File: src/design/jse_pkg.sv
// ----------------------------------------------------------------------------
// JSON string escaper package
// Word types, token kinds, character constants and small helpers shared by
// the front classifier, the job queue and the back emitter.
// ----------------------------------------------------------------------------
`default_nettype none

package jse_pkg;

    // Input word: one raw byte of the string.
    typedef struct packed {
        logic [7:0] in_byte;
        logic       last_of_string;
    } in_word_t;

    // Output word: one byte of escaped JSON text.
    typedef struct packed {
        logic [7:0] out_byte;
        logic       last_of_run;
        logic       end_of_string;
    } out_word_t;

    // How one classified byte is written out.
    typedef enum logic [1:0] {
        TOK_RAW   = 2'd0,  // byte as is
        TOK_SHORT = 2'd1,  // backslash and one character
        TOK_HEX   = 2'd2   // \u00xx of the byte
    } tok_kind_t;

    typedef struct packed {
        tok_kind_t  kind;
        logic [7:0] value;
    } tok_t;

    // Up to four tokens: three buffered bytes plus the new byte.
    localparam int unsigned JOB_TOKENS = 4;

    typedef struct packed {
        tok_t [JOB_TOKENS-1:0] tok;
        logic [2:0]            count;
        logic                  last;
    } job_t;

    // Job queue depth and derived widths.
    localparam int unsigned Q_DEPTH = 2;
    localparam int unsigned Q_PTR_W = (Q_DEPTH > 1) ? $clog2(Q_DEPTH) : 1;
    localparam int unsigned Q_CNT_W = $clog2(Q_DEPTH + 1);

    // Characters.
    localparam logic [7:0] CH_QUOTE  = 8'h22;
    localparam logic [7:0] CH_BSLASH = 8'h5C;
    localparam logic [7:0] CH_LF     = 8'h0A;
    localparam logic [7:0] CH_CR     = 8'h0D;
    localparam logic [7:0] CH_TAB    = 8'h09;
    localparam logic [7:0] CH_BS     = 8'h08;
    localparam logic [7:0] CH_FF     = 8'h0C;
    localparam logic [7:0] CH_N      = 8'h6E;
    localparam logic [7:0] CH_R      = 8'h72;
    localparam logic [7:0] CH_T      = 8'h74;
    localparam logic [7:0] CH_B      = 8'h62;
    localparam logic [7:0] CH_F      = 8'h66;
    localparam logic [7:0] CH_U      = 8'h75;
    localparam logic [7:0] CH_ZERO   = 8'h30;
    localparam logic [7:0] CH_LOW_A  = 8'h61;
    localparam logic [7:0] CTRL_LIMIT = 8'h20;

    // Code point limits.
    localparam logic [20:0] CP_MIN2     = 21'h00080;
    localparam logic [20:0] CP_MIN3     = 21'h00800;
    localparam logic [20:0] CP_MIN4     = 21'h10000;
    localparam logic [20:0] CP_MAX      = 21'h10FFFF;
    localparam logic [20:0] CP_SURR_LO  = 21'h0D800;
    localparam logic [20:0] CP_SURR_HI  = 21'h0DFFF;

    // Lower-case hex digit of a nibble.
    function automatic logic [7:0] hex_char(input logic [3:0] nib);
        logic [7:0] r;
        if (nib < 4'd10) begin
            r = CH_ZERO + {4'd0, nib};
        end else begin
            r = CH_LOW_A + {4'd0, nib} - 8'd10;
        end
        return r;
    endfunction

    // Number of output bytes of a token.
    function automatic logic [2:0] tok_len(input tok_kind_t kind);
        logic [2:0] r;
        case (kind)
            TOK_RAW:   r = 3'd1;
            TOK_SHORT: r = 3'd2;
            TOK_HEX:   r = 3'd6;
            default:   r = 3'd1;
        endcase
        return r;
    endfunction

endpackage

`default_nettype wire

File: src/design/jse_front.sv
// ----------------------------------------------------------------------------
// JSON string escaper front end
// Accepts input words, tracks the pending UTF-8 sequence and turns each word
// that yields output into a job of up to four tokens for the back end.
// ----------------------------------------------------------------------------
`default_nettype none

module jse_front (
    input  wire logic             clk,
    input  wire logic             rst_n,
    input  wire logic             src_valid,
    output logic                  src_stall,
    input  wire jse_pkg::in_word_t src_word,
    input  wire logic             q_full,
    output logic                  push,
    output jse_pkg::job_t         job
);
    import jse_pkg::*;

    // Pending sequence state.
    logic [7:0]  pend_bytes_reg [0:2];
    logic [1:0]  pend_cnt_reg, pend_cnt_next;
    logic [2:0]  exp_len_reg, exp_len_next;
    logic [20:0] cp_reg, cp_next;

    logic        accept;
    logic [7:0]  c;
    logic        last;
    logic        is_cont;
    logic [2:0]  lead_len;
    logic [20:0] lead_cp;
    tok_kind_t   asc_kind;
    logic [7:0]  asc_val;
    logic [20:0] cp_new;
    logic [2:0]  cnt_p1;
    logic        complete;
    logic        seq_ok;

    logic [1:0]  pc;
    tok_kind_t   pend_kind;
    logic        c_emit;
    tok_kind_t   c_kind;
    logic [7:0]  c_val;
    logic        wr_en;
    logic [1:0]  wr_idx;

    assign c         = src_word.in_byte;
    assign last      = src_word.last_of_string;
    assign src_stall = q_full;
    assign accept    = src_valid && !q_full;
    assign is_cont   = (c[7:6] == 2'b10);

    // Lead byte decode.
    always_comb
    begin
        lead_len = 3'd0;
        lead_cp  = '0;
        if (c[7:5] == 3'b110) begin
            lead_len = 3'd2;
            lead_cp  = {16'd0, c[4:0]};
        end else if (c[7:4] == 4'b1110) begin
            lead_len = 3'd3;
            lead_cp  = {17'd0, c[3:0]};
        end else if (c[7:3] == 5'b11110) begin
            lead_len = 3'd4;
            lead_cp  = {18'd0, c[2:0]};
        end
    end

    // Single byte that does not open a sequence: ASCII rules or a lone byte.
    always_comb
    begin
        asc_kind = TOK_RAW;
        asc_val  = c;
        case (c)
            CH_QUOTE:  begin asc_kind = TOK_SHORT; asc_val = CH_QUOTE;  end
            CH_BSLASH: begin asc_kind = TOK_SHORT; asc_val = CH_BSLASH; end
            CH_LF:     begin asc_kind = TOK_SHORT; asc_val = CH_N;      end
            CH_CR:     begin asc_kind = TOK_SHORT; asc_val = CH_R;      end
            CH_TAB:    begin asc_kind = TOK_SHORT; asc_val = CH_T;      end
            CH_BS:     begin asc_kind = TOK_SHORT; asc_val = CH_B;      end
            CH_FF:     begin asc_kind = TOK_SHORT; asc_val = CH_F;      end
            default:
            begin
                if (c[7] || (c < CTRL_LIMIT)) begin
                    asc_kind = TOK_HEX;
                end
            end
        endcase
    end

    // Continuation arithmetic and the well-formedness check.
    assign cp_new   = {cp_reg[14:0], c[5:0]};
    assign cnt_p1   = {1'b0, pend_cnt_reg} + 3'd1;
    assign complete = (cnt_p1 >= exp_len_reg);

    always_comb
    begin
        seq_ok = 1'b1;
        if ((exp_len_reg == 3'd2) && (cp_new < CP_MIN2)) begin
            seq_ok = 1'b0;
        end else if ((exp_len_reg == 3'd3) && (cp_new < CP_MIN3)) begin
            seq_ok = 1'b0;
        end else if ((exp_len_reg == 3'd4) && (cp_new < CP_MIN4)) begin
            seq_ok = 1'b0;
        end
        if ((cp_new > CP_MAX) || ((cp_new >= CP_SURR_LO) && (cp_new <= CP_SURR_HI))) begin
            seq_ok = 1'b0;
        end
    end

    // Classification of the word and the next sequence state.
    always_comb
    begin
        pc            = 2'd0;
        pend_kind     = TOK_HEX;
        c_emit        = 1'b0;
        c_kind        = TOK_RAW;
        c_val         = c;
        wr_en         = 1'b0;
        wr_idx        = pend_cnt_reg;
        pend_cnt_next = pend_cnt_reg;
        exp_len_next  = exp_len_reg;
        cp_next       = cp_reg;
        if ((pend_cnt_reg != 2'd0) && is_cont) begin
            if (!complete) begin
                if (last) begin
                    // Incomplete tail: flush everything as escapes.
                    pc            = pend_cnt_reg;
                    c_emit        = 1'b1;
                    c_kind        = TOK_HEX;
                    pend_cnt_next = 2'd0;
                    exp_len_next  = 3'd0;
                    cp_next       = '0;
                end else begin
                    wr_en         = 1'b1;
                    pend_cnt_next = pend_cnt_reg + 2'd1;
                    cp_next       = cp_new;
                end
            end else begin
                // Sequence complete: pass through or escape every byte.
                pc            = pend_cnt_reg;
                pend_kind     = seq_ok ? TOK_RAW : TOK_HEX;
                c_emit        = 1'b1;
                c_kind        = seq_ok ? TOK_RAW : TOK_HEX;
                pend_cnt_next = 2'd0;
                exp_len_next  = 3'd0;
                cp_next       = '0;
            end
        end else begin
            // Broken sequence is flushed, then the byte starts afresh.
            pc            = pend_cnt_reg;
            pend_cnt_next = 2'd0;
            exp_len_next  = 3'd0;
            cp_next       = '0;
            if (lead_len != 3'd0) begin
                if (last) begin
                    c_emit = 1'b1;
                    c_kind = TOK_HEX;
                end else begin
                    wr_en         = 1'b1;
                    wr_idx        = 2'd0;
                    pend_cnt_next = 2'd1;
                    exp_len_next  = lead_len;
                    cp_next       = lead_cp;
                end
            end else begin
                c_emit = 1'b1;
                c_kind = asc_kind;
                c_val  = asc_val;
            end
        end
    end

    // Job assembly: buffered bytes first, then the new byte.
    always_comb
    begin
        job.tok = '0;
        for (int i = 0; i < 3; i++) begin
            if (2'(i) < pc) begin
                job.tok[i].kind  = pend_kind;
                job.tok[i].value = pend_bytes_reg[i];
            end
        end
        if (c_emit) begin
            job.tok[pc].kind  = c_kind;
            job.tok[pc].value = c_val;
        end
        job.count = {1'b0, pc} + {2'd0, c_emit};
        job.last  = last;
    end

    assign push = accept && (job.count != 3'd0);

    // Sequence state registers.
    always_ff @(posedge clk or negedge rst_n)
    begin
        if (!rst_n) begin
            pend_cnt_reg <= 2'd0;
            exp_len_reg  <= 3'd0;
            cp_reg       <= '0;
        end else if (accept) begin
            pend_cnt_reg <= pend_cnt_next;
            exp_len_reg  <= exp_len_next;
            cp_reg       <= cp_next;
        end
    end

    // Buffered bytes need no reset.
    always_ff @(posedge clk)
    begin
        if (accept && wr_en) begin
            pend_bytes_reg[wr_idx] <= c;
        end
    end

endmodule

`default_nettype wire

File: src/design/jse_queue.sv
// ----------------------------------------------------------------------------
// JSON string escaper job queue
// Short queue of jobs between the front and back ends, so that each side can
// stall on its own.
// ----------------------------------------------------------------------------
`default_nettype none

module jse_queue (
    input  wire logic          clk,
    input  wire logic          rst_n,
    input  wire logic          push,
    input  wire jse_pkg::job_t push_job,
    output logic               full,
    output logic               head_valid,
    output jse_pkg::job_t      head_job,
    input  wire logic          pop
);
    import jse_pkg::*;

    job_t                 q_mem_reg [0:Q_DEPTH-1];
    logic [Q_PTR_W-1:0]   wr_ptr_reg, rd_ptr_reg;
    logic [Q_CNT_W-1:0]   cnt_reg, cnt_next;

    assign full       = (cnt_reg == Q_CNT_W'(Q_DEPTH));
    assign head_valid = (cnt_reg != '0);
    assign head_job   = q_mem_reg[rd_ptr_reg];

    // Occupancy follows pushes and pops.
    always_comb
    begin
        cnt_next = cnt_reg;
        if (push && !pop) begin
            cnt_next = cnt_reg + Q_CNT_W'(1);
        end else if (pop && !push) begin
            cnt_next = cnt_reg - Q_CNT_W'(1);
        end
    end

    // Pointers and count.
    always_ff @(posedge clk or negedge rst_n)
    begin
        if (!rst_n) begin
            wr_ptr_reg <= '0;
            rd_ptr_reg <= '0;
            cnt_reg    <= '0;
        end else begin
            cnt_reg <= cnt_next;
            if (push) begin
                wr_ptr_reg <= (wr_ptr_reg == Q_PTR_W'(Q_DEPTH - 1)) ? '0
                                                                    : wr_ptr_reg + Q_PTR_W'(1);
            end
            if (pop) begin
                rd_ptr_reg <= (rd_ptr_reg == Q_PTR_W'(Q_DEPTH - 1)) ? '0
                                                                    : rd_ptr_reg + Q_PTR_W'(1);
            end
        end
    end

    // Job storage.
    always_ff @(posedge clk)
    begin
        if (push) begin
            q_mem_reg[wr_ptr_reg] <= push_job;
        end
    end

endmodule

`default_nettype wire

File: src/design/jse_back.sv
// ----------------------------------------------------------------------------
// JSON string escaper back end
// Walks the tokens of the head job and emits one output word per cycle, while
// dst does not stall, into an output register.
// ----------------------------------------------------------------------------
`default_nettype none

module jse_back (
    input  wire logic           clk,
    input  wire logic           rst_n,
    input  wire logic           head_valid,
    input  wire jse_pkg::job_t  head_job,
    output logic                pop,
    output logic                dst_valid,
    input  wire logic           dst_stall,
    output jse_pkg::out_word_t  dst_word
);
    import jse_pkg::*;

    logic [1:0]  tok_idx_reg;
    logic [2:0]  sub_reg;
    logic        out_valid_reg;
    out_word_t   out_word_reg;

    tok_t        cur;
    logic        last_sub;
    logic        last_tok;
    logic        advance;
    logic [7:0]  byte_sel;

    assign cur      = head_job.tok[tok_idx_reg];
    assign last_sub = (sub_reg == (tok_len(cur.kind) - 3'd1));
    assign last_tok = (({1'b0, tok_idx_reg} + 3'd1) == head_job.count);
    assign advance  = head_valid && (!out_valid_reg || !dst_stall);
    assign pop      = advance && last_sub && last_tok;

    // Byte of the current token at the current position.
    always_comb
    begin
        byte_sel = cur.value;
        case (cur.kind)
            TOK_RAW:   byte_sel = cur.value;
            TOK_SHORT: byte_sel = (sub_reg == 3'd0) ? CH_BSLASH : cur.value;
            TOK_HEX:
            begin
                case (sub_reg)
                    3'd0:    byte_sel = CH_BSLASH;
                    3'd1:    byte_sel = CH_U;
                    3'd2:    byte_sel = CH_ZERO;
                    3'd3:    byte_sel = CH_ZERO;
                    3'd4:    byte_sel = hex_char(cur.value[7:4]);
                    default: byte_sel = hex_char(cur.value[3:0]);
                endcase
            end
            default:   byte_sel = cur.value;
        endcase
    end

    // Token walk and output valid.
    always_ff @(posedge clk or negedge rst_n)
    begin
        if (!rst_n) begin
            tok_idx_reg   <= 2'd0;
            sub_reg       <= 3'd0;
            out_valid_reg <= 1'b0;
        end else begin
            if (advance) begin
                out_valid_reg <= 1'b1;
                if (last_sub) begin
                    sub_reg     <= 3'd0;
                    tok_idx_reg <= last_tok ? 2'd0 : tok_idx_reg + 2'd1;
                end else begin
                    sub_reg <= sub_reg + 3'd1;
                end
            end else if (!dst_stall) begin
                out_valid_reg <= 1'b0;
            end
        end
    end

    // Output word register.
    always_ff @(posedge clk)
    begin
        if (advance) begin
            out_word_reg.out_byte      <= byte_sel;
            out_word_reg.last_of_run   <= last_sub && last_tok;
            out_word_reg.end_of_string <= last_sub && last_tok && head_job.last;
        end
    end

    assign dst_valid = out_valid_reg;
    assign dst_word  = out_word_reg;

endmodule

`default_nettype wire

File: src/design/json_string_escaper_utf8_core.sv
// ----------------------------------------------------------------------------
// JSON string escaper with UTF-8 validation
// Escapes a byte stream into JSON string text, checking UTF-8 sequences.
//
// The src channel takes one string byte per word, with a flag on the last
// byte of the string. The dst channel gives one byte of escaped text per
// word, flagged on the last byte caused by each input word and on the final
// byte of the string. Both channels use valid and stall.
// A front end classifies each word against the pending UTF-8 sequence and
// queues a job of up to four tokens; a back end writes one output byte per
// cycle from the head job while dst does not stall. An input word gives as
// many output bytes as its tokens need: one for a plain byte, two for a short
// escape, six for a \u00xx escape, up to 24 for a flushed sequence; plain
// text flows at one byte per cycle while dst does not stall. The first output
// byte of a word is held in the job queue, then in the output register.
// A word that only extends a pending sequence yields nothing until the sequence ends.
// Reset clears the pending sequence, the job queue and the output valid flag.
// When dst stalls, the output register holds, the queue fills and src stalls
// once its two entries are taken.
// ----------------------------------------------------------------------------
`default_nettype none

module json_string_escaper_utf8_core (
    input  wire logic               clk,
    input  wire logic               rst_n,
    input  wire logic               src_valid,
    output logic                    src_stall,
    input  wire jse_pkg::in_word_t  src_word,
    output logic                    dst_valid,
    input  wire logic               dst_stall,
    output jse_pkg::out_word_t      dst_word
);
    import jse_pkg::*;

    logic  push;
    job_t  push_job;
    logic  q_full;
    logic  head_valid;
    job_t  head_job;
    logic  pop;

    // Classifier and sequence tracker.
    jse_front u_front (
        .clk       (clk),
        .rst_n     (rst_n),
        .src_valid (src_valid),
        .src_stall (src_stall),
        .src_word  (src_word),
        .q_full    (q_full),
        .push      (push),
        .job       (push_job)
    );

    // Job queue between the two halves.
    jse_queue u_queue (
        .clk        (clk),
        .rst_n      (rst_n),
        .push       (push),
        .push_job   (push_job),
        .full       (q_full),
        .head_valid (head_valid),
        .head_job   (head_job),
        .pop        (pop)
    );

    // Byte emitter.
    jse_back u_back (
        .clk        (clk),
        .rst_n      (rst_n),
        .head_valid (head_valid),
        .head_job   (head_job),
        .pop        (pop),
        .dst_valid  (dst_valid),
        .dst_stall  (dst_stall),
        .dst_word   (dst_word)
    );

endmodule

`default_nettype wire

File: config.mk
export PLATFORM = sky130hd
export DESIGN_NAME = json_string_escaper_utf8_core
export DESIGN_NICKNAME = d
export VERILOG_FILES = /design/src/design/jse_pkg.sv /design/src/design/jse_front.sv /design/src/design/jse_queue.sv /design/src/design/jse_back.sv /design/src/design/json_string_escaper_utf8_core.sv
export SDC_FILE = /design/constraint.sdc
export NUM_CORES = 1
export LEC_CHECK = 0
export ABC_AREA = 1
export BUFFER_PORTS_ARGS = -buffer_cell sky130_fd_sc_hd__buf_2
export CAP_MARGIN = 25
export CORE_MARGIN = 1
export CORE_UTILIZATION = 46
export DETAILED_ROUTE_END_ITERATION = 16
export PLACE_DENSITY = 0.72
export SETUP_SLACK_MARGIN = 0.5
export SYNTH_ARGS = -nofsm -noshare
export SYNTH_HDL_FRONTEND = slang
export SYNTH_SLANG_ARGS = --single-unit
File: constraint.sdc
create_clock -name clk -period 10.4 [get_ports clk]
set_input_delay 1.04 -clock clk [delete_from_list [all_inputs] [get_ports clk]]
set_output_delay 1.04 -clock clk [all_outputs]
set_load 0.1 [all_outputs]
* Yosys cells after proc, flatten, opt, wreduce, memory -nomap -nowiden
Memories as Yosys holds them, arrays and structs flattened.
Cells that the tools add are included.
** Operators by class
- Reduce and logical (&&, ||, !) cells :: 34
- Magnitude comparators :: 16
- Eq/ne operators :: 25
- Multiplexer cells :: 80
- Add/sub/neg operators :: 17
** Operators by type and width (number)
- 15-bit two-way mux :: 6
- 40-bit bitwise mux :: 2
- 8-bit one-hot mux with 7 select lines :: 1
- 10-bit two-way mux :: 5
- 8-bit two-way mux :: 6
- 2-bit two-way mux :: 21
- 10-bit demux with 2-bit select :: 2
- 8-bit by 4-bit == test with 1-bit output, second input constant :: 5
- 40-bit two-way mux :: 1
- 8-bit one-hot mux with 4 select lines :: 1
- 3-bit two-way mux :: 10
- 21-bit by 16-bit >= comparator with 1-bit output, second input constant :: 1
- 21-bit > comparator, second input constant :: 1
- 21-bit by 16-bit <= comparator with 1-bit output, second input constant :: 1
- 21-bit by 12-bit less-than comparator with 1-bit output, second input constant :: 1
- 21-bit by 17-bit less-than comparator with 1-bit output, second input constant :: 1
- 21-bit by 8-bit less-than comparator with 1-bit output, second input constant :: 1
- 1-bit two-way mux :: 21
- 10-bit binary-select mux with 2-bit select :: 1
- 7-bit by 4-bit adder with 8-bit output, first input constant :: 2
- 1-bit logical AND :: 16
- 8-bit one-hot mux with 2 select lines :: 1
- 8-bit by 4-bit subtractor with 8-bit output, second input constant :: 2
- 6-bit by 4-bit adder with 7-bit output, first input constant :: 2
- other kinds (36) :: 61
** Storage, ports and cells
- Input port bits :: 13
- Bits in writable memories :: 112
- Flip-flop bits (word level) :: 40
- Output and inout bits :: 12
- Memories kept :: 2
** Memory list
- u_queue.q_mem_reg :: words 2, width 44, read ports 1, clocked after memory_dff 0, wr ports 1, line jse_queue.sv:20 : job_t q_mem_reg [0:Q_DEPTH-1];
- u_front.pend_bytes_reg :: words 3, width 8, read ports 3, clocked after memory_dff 0, wr ports 1, line jse_front.sv:21 : logic [7:0] pend_bytes_reg [0:2];

* Logic depth before layout (Yosys ltp)
- Word-level depth :: 14
- Depth in mapped cells :: 19
- Gate-level depth less buffers :: 17

* Cells and area by module
A second synthesis with hierarchy kept.
** Second synthesis, totals
- Cell total of the unflattened synthesis :: 746
- Area, all modules :: 7801.2 µm²
** Modules (own cells, without submodules)
- jse_queue :: area an instance 3582.2 µm², instances 1, cells an instance 162, sequential area each 2742.6 µm²
- jse_front :: area an instance 2671.3 µm², instances 1, cells an instance 340, sequential area each 1221.2 µm²
- jse_back :: area an instance 1547.7 µm², instances 1, cells an instance 244, sequential area each 450.4 µm²

* Worst setup path before layout
Ideal clock, no wire load.
- Kind :: reg2reg
- Start point :: register u_front.pend_cnt_reg[0]
- End point :: memory u_queue.q_mem_reg[1][0] in the netlist's numbering (enable)
- Arrival time :: 4.294 ns
- Data required time :: 9.953 ns
- Period minus slack after synthesis :: 4.741 ns
- Slack :: 5.659 ns
- Cell stages (with the launch flop) :: 14
- Library setup time :: 0.447 ns
- Cells stage by stage :: dfrtp_1 inv_1 ha_1 ha_1 nand2_1 nor2_1 a211oi_2 nand4_4 inv_2 nor2_2 buf_2 ha_1 o31ai_1 nor2_1
** RTL lines
- from (decl) :: line jse_front.sv:22 : logic [1:0] pend_cnt_reg, pend_cnt_next;
- from (signal assigned) :: line jse_front.sv:203 : pend_cnt_reg <= pend_cnt_next;
- to (decl) :: line jse_queue.sv:20

==> metrics.txt <==
vias in the first global route 4828; Power Dens Cells around 290 nW/µm²; Comb pwr share 0.403; global-route wire length before repair between 20000 and 25000 µm; count of unresolved DRC violations after routing 0; number of buffers inserted for hold repair after clock tree synthesis 0; clock transition at the registers of the reported paths roughly 0.060 ns; setup slack, reg-to-reg 6.19 ns; total CTS buffers 17; post-synthesis area per instance between 9 and 10 µm²; deepest clock path buffer count 2; number of detailed-routing iterations run before antenna repair 5; Max Fanout on Critical Path 7; number of antenna repair diodes 0; library cell used as clock root buffer clkbuf_16; most used cell along the critical path ha_1; crit path max-delay cell type o31ai_1; number of nets still failing antenna checks after routing 0; Async SR Flop Fraction 0.1974; WHS roughly 0.49 ns; CTS H-tree depth 4; hold crit path type reg -> reg; setup skew after layout approximately 0.0052 ns; GPL Wtd Cong between 0.8 and 0.9; max-slew violations 0; clk sink count 152; RR Endpoint u_queue.cnt_reg[1]$_DFFE_PN0P_; number of flops mapped to enable cells by yosys 122; crit-path cells inv_1, ha_1, ha_1, nand2_1, nor2_1, a211oi_2, nand4_4, nand2_2, inv_1, ha_1, ha_1, o31ai_1, inv_2, ha_1, a21oi_1, o21ai_0, xor2_1; Synth cell types 46; Sw Ratio 0.4179; worst endpoint required time ~11 ns; total placed instance area ~7700 µm²; initial antenna violation count 0; Arrival @ worst endpoint 4.51 ns; DIE HEIGHT 128.4 µm; class of the most critical setup path reg -> reg; result of the run complete, no violations; final total negative setup slack 0 ns; number of buffers and inverters on the critical path 3; worst-skew pair later-pin latency 0.42 ns; Mapped Nets between 700 and 800; delay of the slowest critical-path stage about 0.77 ns; wire length after detailed routing approximately 15000 µm; count of cells along the worst hold path 2; final hold viol count 0; count of endpoints failing setup in the final report 0; # fillers between 1000 and 1500; count of maximum capacitance violations 0; worst rel slew slack 0.3987; TritonCTS clock tree done; Gates resized, CTS repair 0; maximum resistive drop on vdd ~0.16 mV; Initial Utilization 0.4779; share of final-layout standard cells stronger than drive strength 1 0.1350; DPL Wire Length around 10000 µm; clock network power share 0.233; Horiz. Die Dim around 130 µm; overall track demand over capacity in global routing 0.1963; post-synthesis sequential element count 152; Period Utilization, post-route 0.4051; final instance area roughly 8200 µm²; leakage power figure roughly 3.4 nW; total die area roughly 16000 µm²; number of standard-cell rows in the floorplan 45; Post-Synthesis Cell Area between 7000 and 8000 µm²; Least-Margin Pin Slew between 0.8 and 0.9 ns; Layout area overhead 12.01%; core area 15370 µm²; internal cell power 1.405 mW; Worst setup EP type register; max FFs per register between 80 and 90; worst hold endpoint u_back.dst_valid$_DFFE_PN0P_; Final Net Count slightly above 800; routed wire length per instance approximately 15 µm; worst reg2reg path startpoint u_front.pend_cnt_reg[0]$_DFFE_PN0P_; launch point of the worst hold path u_back.dst_valid$_DFFE_PN0P_; crit-path leading delay family adder cells; sequential fraction of the synthesis area 0.6009; reported net switching power between 1 and 1.5 mW; depth of the worst register-to-register path 17; pin count of the biggest net entering global routing 50; Primary FF master, synth edfxtp_1; Mapped Cells roughly 760; sequential cell fraction of total power 0.364; setup repair after global routing missed its margin false; number of setup buffers added after CTS 0; total power consumption of the routed design 2.414 mW; number of vias after detailed routing just over 5000; 1st-iter DRT viols between 400 and 500; Setup crit start kind register; minimum clock period between 4 and 5 ns; post-layout utilization of the core 0.5353; highest achievable clock rate around 240 MHz; count of pins on the block boundary 25; overflow left after global routing 0; per-cell via count in the routed design ~5.1; count of port buffers added during placement 24; count of yosys warnings during synthesis 0
-- worst reg2reg max path, cell delays in order (launching register included) --
cell and delay [ns]:
dfrtp_1 0.42, inv_1 0.13, ha_1 0.34, ha_1 0.32, nand2_1 0.07, nor2_1 0.04
a211oi_2 0.26, nand4_4 0.21, nand2_2 0.14, inv_1 0.07, ha_1 0.19, ha_1 0.31
o31ai_1 0.77, inv_2 0.08, ha_1 0.35, a21oi_1 0.12, o21ai_0 0.12, xor2_1 0.15
-- layer usage --
| metal | global-route usage | part of all wire |
|---|---|---|
| met1 | 0.2613 | 0.47 |
| met2 | 0.3148 | 0.47 |
| met3 | 0.04948 | 0.053 |
| met4 | 0.06644 | 0.010 |
| met5 | 0 | 0 |
-- cells by family after synthesis --
group / share of synthesized area
AO/OA/AOI/OAI: 0.09215
XOR/XNOR: 0.008346
adder cells (fa/ha/maj): 0.02725
buffers and inverters: 0.06438
flip-flops: 0.6009
multiplexers: 0.001363
AND/OR/NAND/NOR: 0.2056
-- worst max path at each step --
stage	startpoint	end	cells past startpoint	slack (ns)
after floorplan	u_front.pend_cnt_reg[0]$_DFFE_PN0P_	u_queue.q_mem_reg[1][0]$_DFFE_PP_	13	5.66
after global placement	src_word[7]	u_queue.cnt_reg[1]$_DFFE_PN0P_	16	6.35
after detailed placement	u_front.pend_cnt_reg[0]$_DFFE_PN0P_	u_queue.cnt_reg[1]$_DFFE_PN0P_	17	6.22
after CTS	u_front.pend_cnt_reg[0]$_DFFE_PN0P_	u_queue.cnt_reg[1]$_DFFE_PN0P_	17	6.17
after global routing	u_front.pend_cnt_reg[0]$_DFFE_PN0P_	u_queue.cnt_reg[1]$_DFFE_PN0P_	17	5.93
final	u_front.pend_cnt_reg[0]$_DFFE_PN0P_	u_queue.cnt_reg[1]$_DFFE_PN0P_	17	6.19
-- power groups by stage --
| stage | Sequential [mW] | Clock, mW | Combinational (mW) |
|---|---|---|---|
| 2_1_floorplan | 1.04 | 0 | 0.614 |
| 3_3_place_gp | 0.888 | 0 | 0.964 |
| 3_5_place_dp | 0.890 | 0 | 0.973 |
| 4_1_cts | 0.878 | 0.567 | 0.977 |
| 5_1_grt | 0.891 | 0.588 | 1.09 |
| 6_report | 0.878 | 0.562 | 0.974 |
-- synth_stat cells, drive strengths merged, types with 8 or more instances --
cell | n | area share
nand4 | 9 | 0.0097
a21oi | 10 | 0.0073
dfrtp | 30 | 0.10
nand2 | 182 | 0.096
edfxtp | 122 | 0.50
o22ai | 20 | 0.018
nand3 | 44 | 0.031
nor3 | 8 | 0.0090
nor2 | 97 | 0.055
o21ai | 75 | 0.053
buf | 13 | 0.0097
ha | 16 | 0.027
inv | 102 | 0.052
-- metrics by stage --
stage / worst slack, ns / instances
after floorplan: 5.659 / 757
after global placement: 6.348 / 979
after detailed placement: 6.220 / 979
after CTS: 6.168 / 1011
after global routing: 5.928 / 1011
final: 6.187 / 1011
-- cells in the final DEF, fill, tap and decap left out, types with 2 or more instances in the layout --
cell and count:
inv_2 14, nand2_1 174, nor2_2 7, nand3_1 42, o31ai_1 2, nor3_1 4
clkinv_2 5, a21boi_1 2, o22ai_1 19, nor2_4 5, xor2_1 6, buf_2 24
nor3_2 3, nand2_2 8, ha_1 16, o21ai_0 48, o21ai_1 24, a21oi_1 9
clkinv_1 2, buf_4 4, dfrtp_1 30, clkbuf_16 17, nand3_2 2, nand4_1 8
inv_1 88, clkbuf_1 2, nor2_1 85, clkinvlp_4 4, edfxtp_1 122, o21ai_2 3
-- cell type report --
type	instances	area [µm²]	area share
inverters	103	386.6	0.04699
well taps	211	264.0	0.03209
repair buffers	28	150.1	0.01825
multi-input cells	485	2474	0.3006
clock buffers	19	432.9	0.05262
flip-flops and latches	152	4414	0.5365
clock inverters	13	106.4	0.01293
Note: power is estimated with default switching activity, not from simulation.
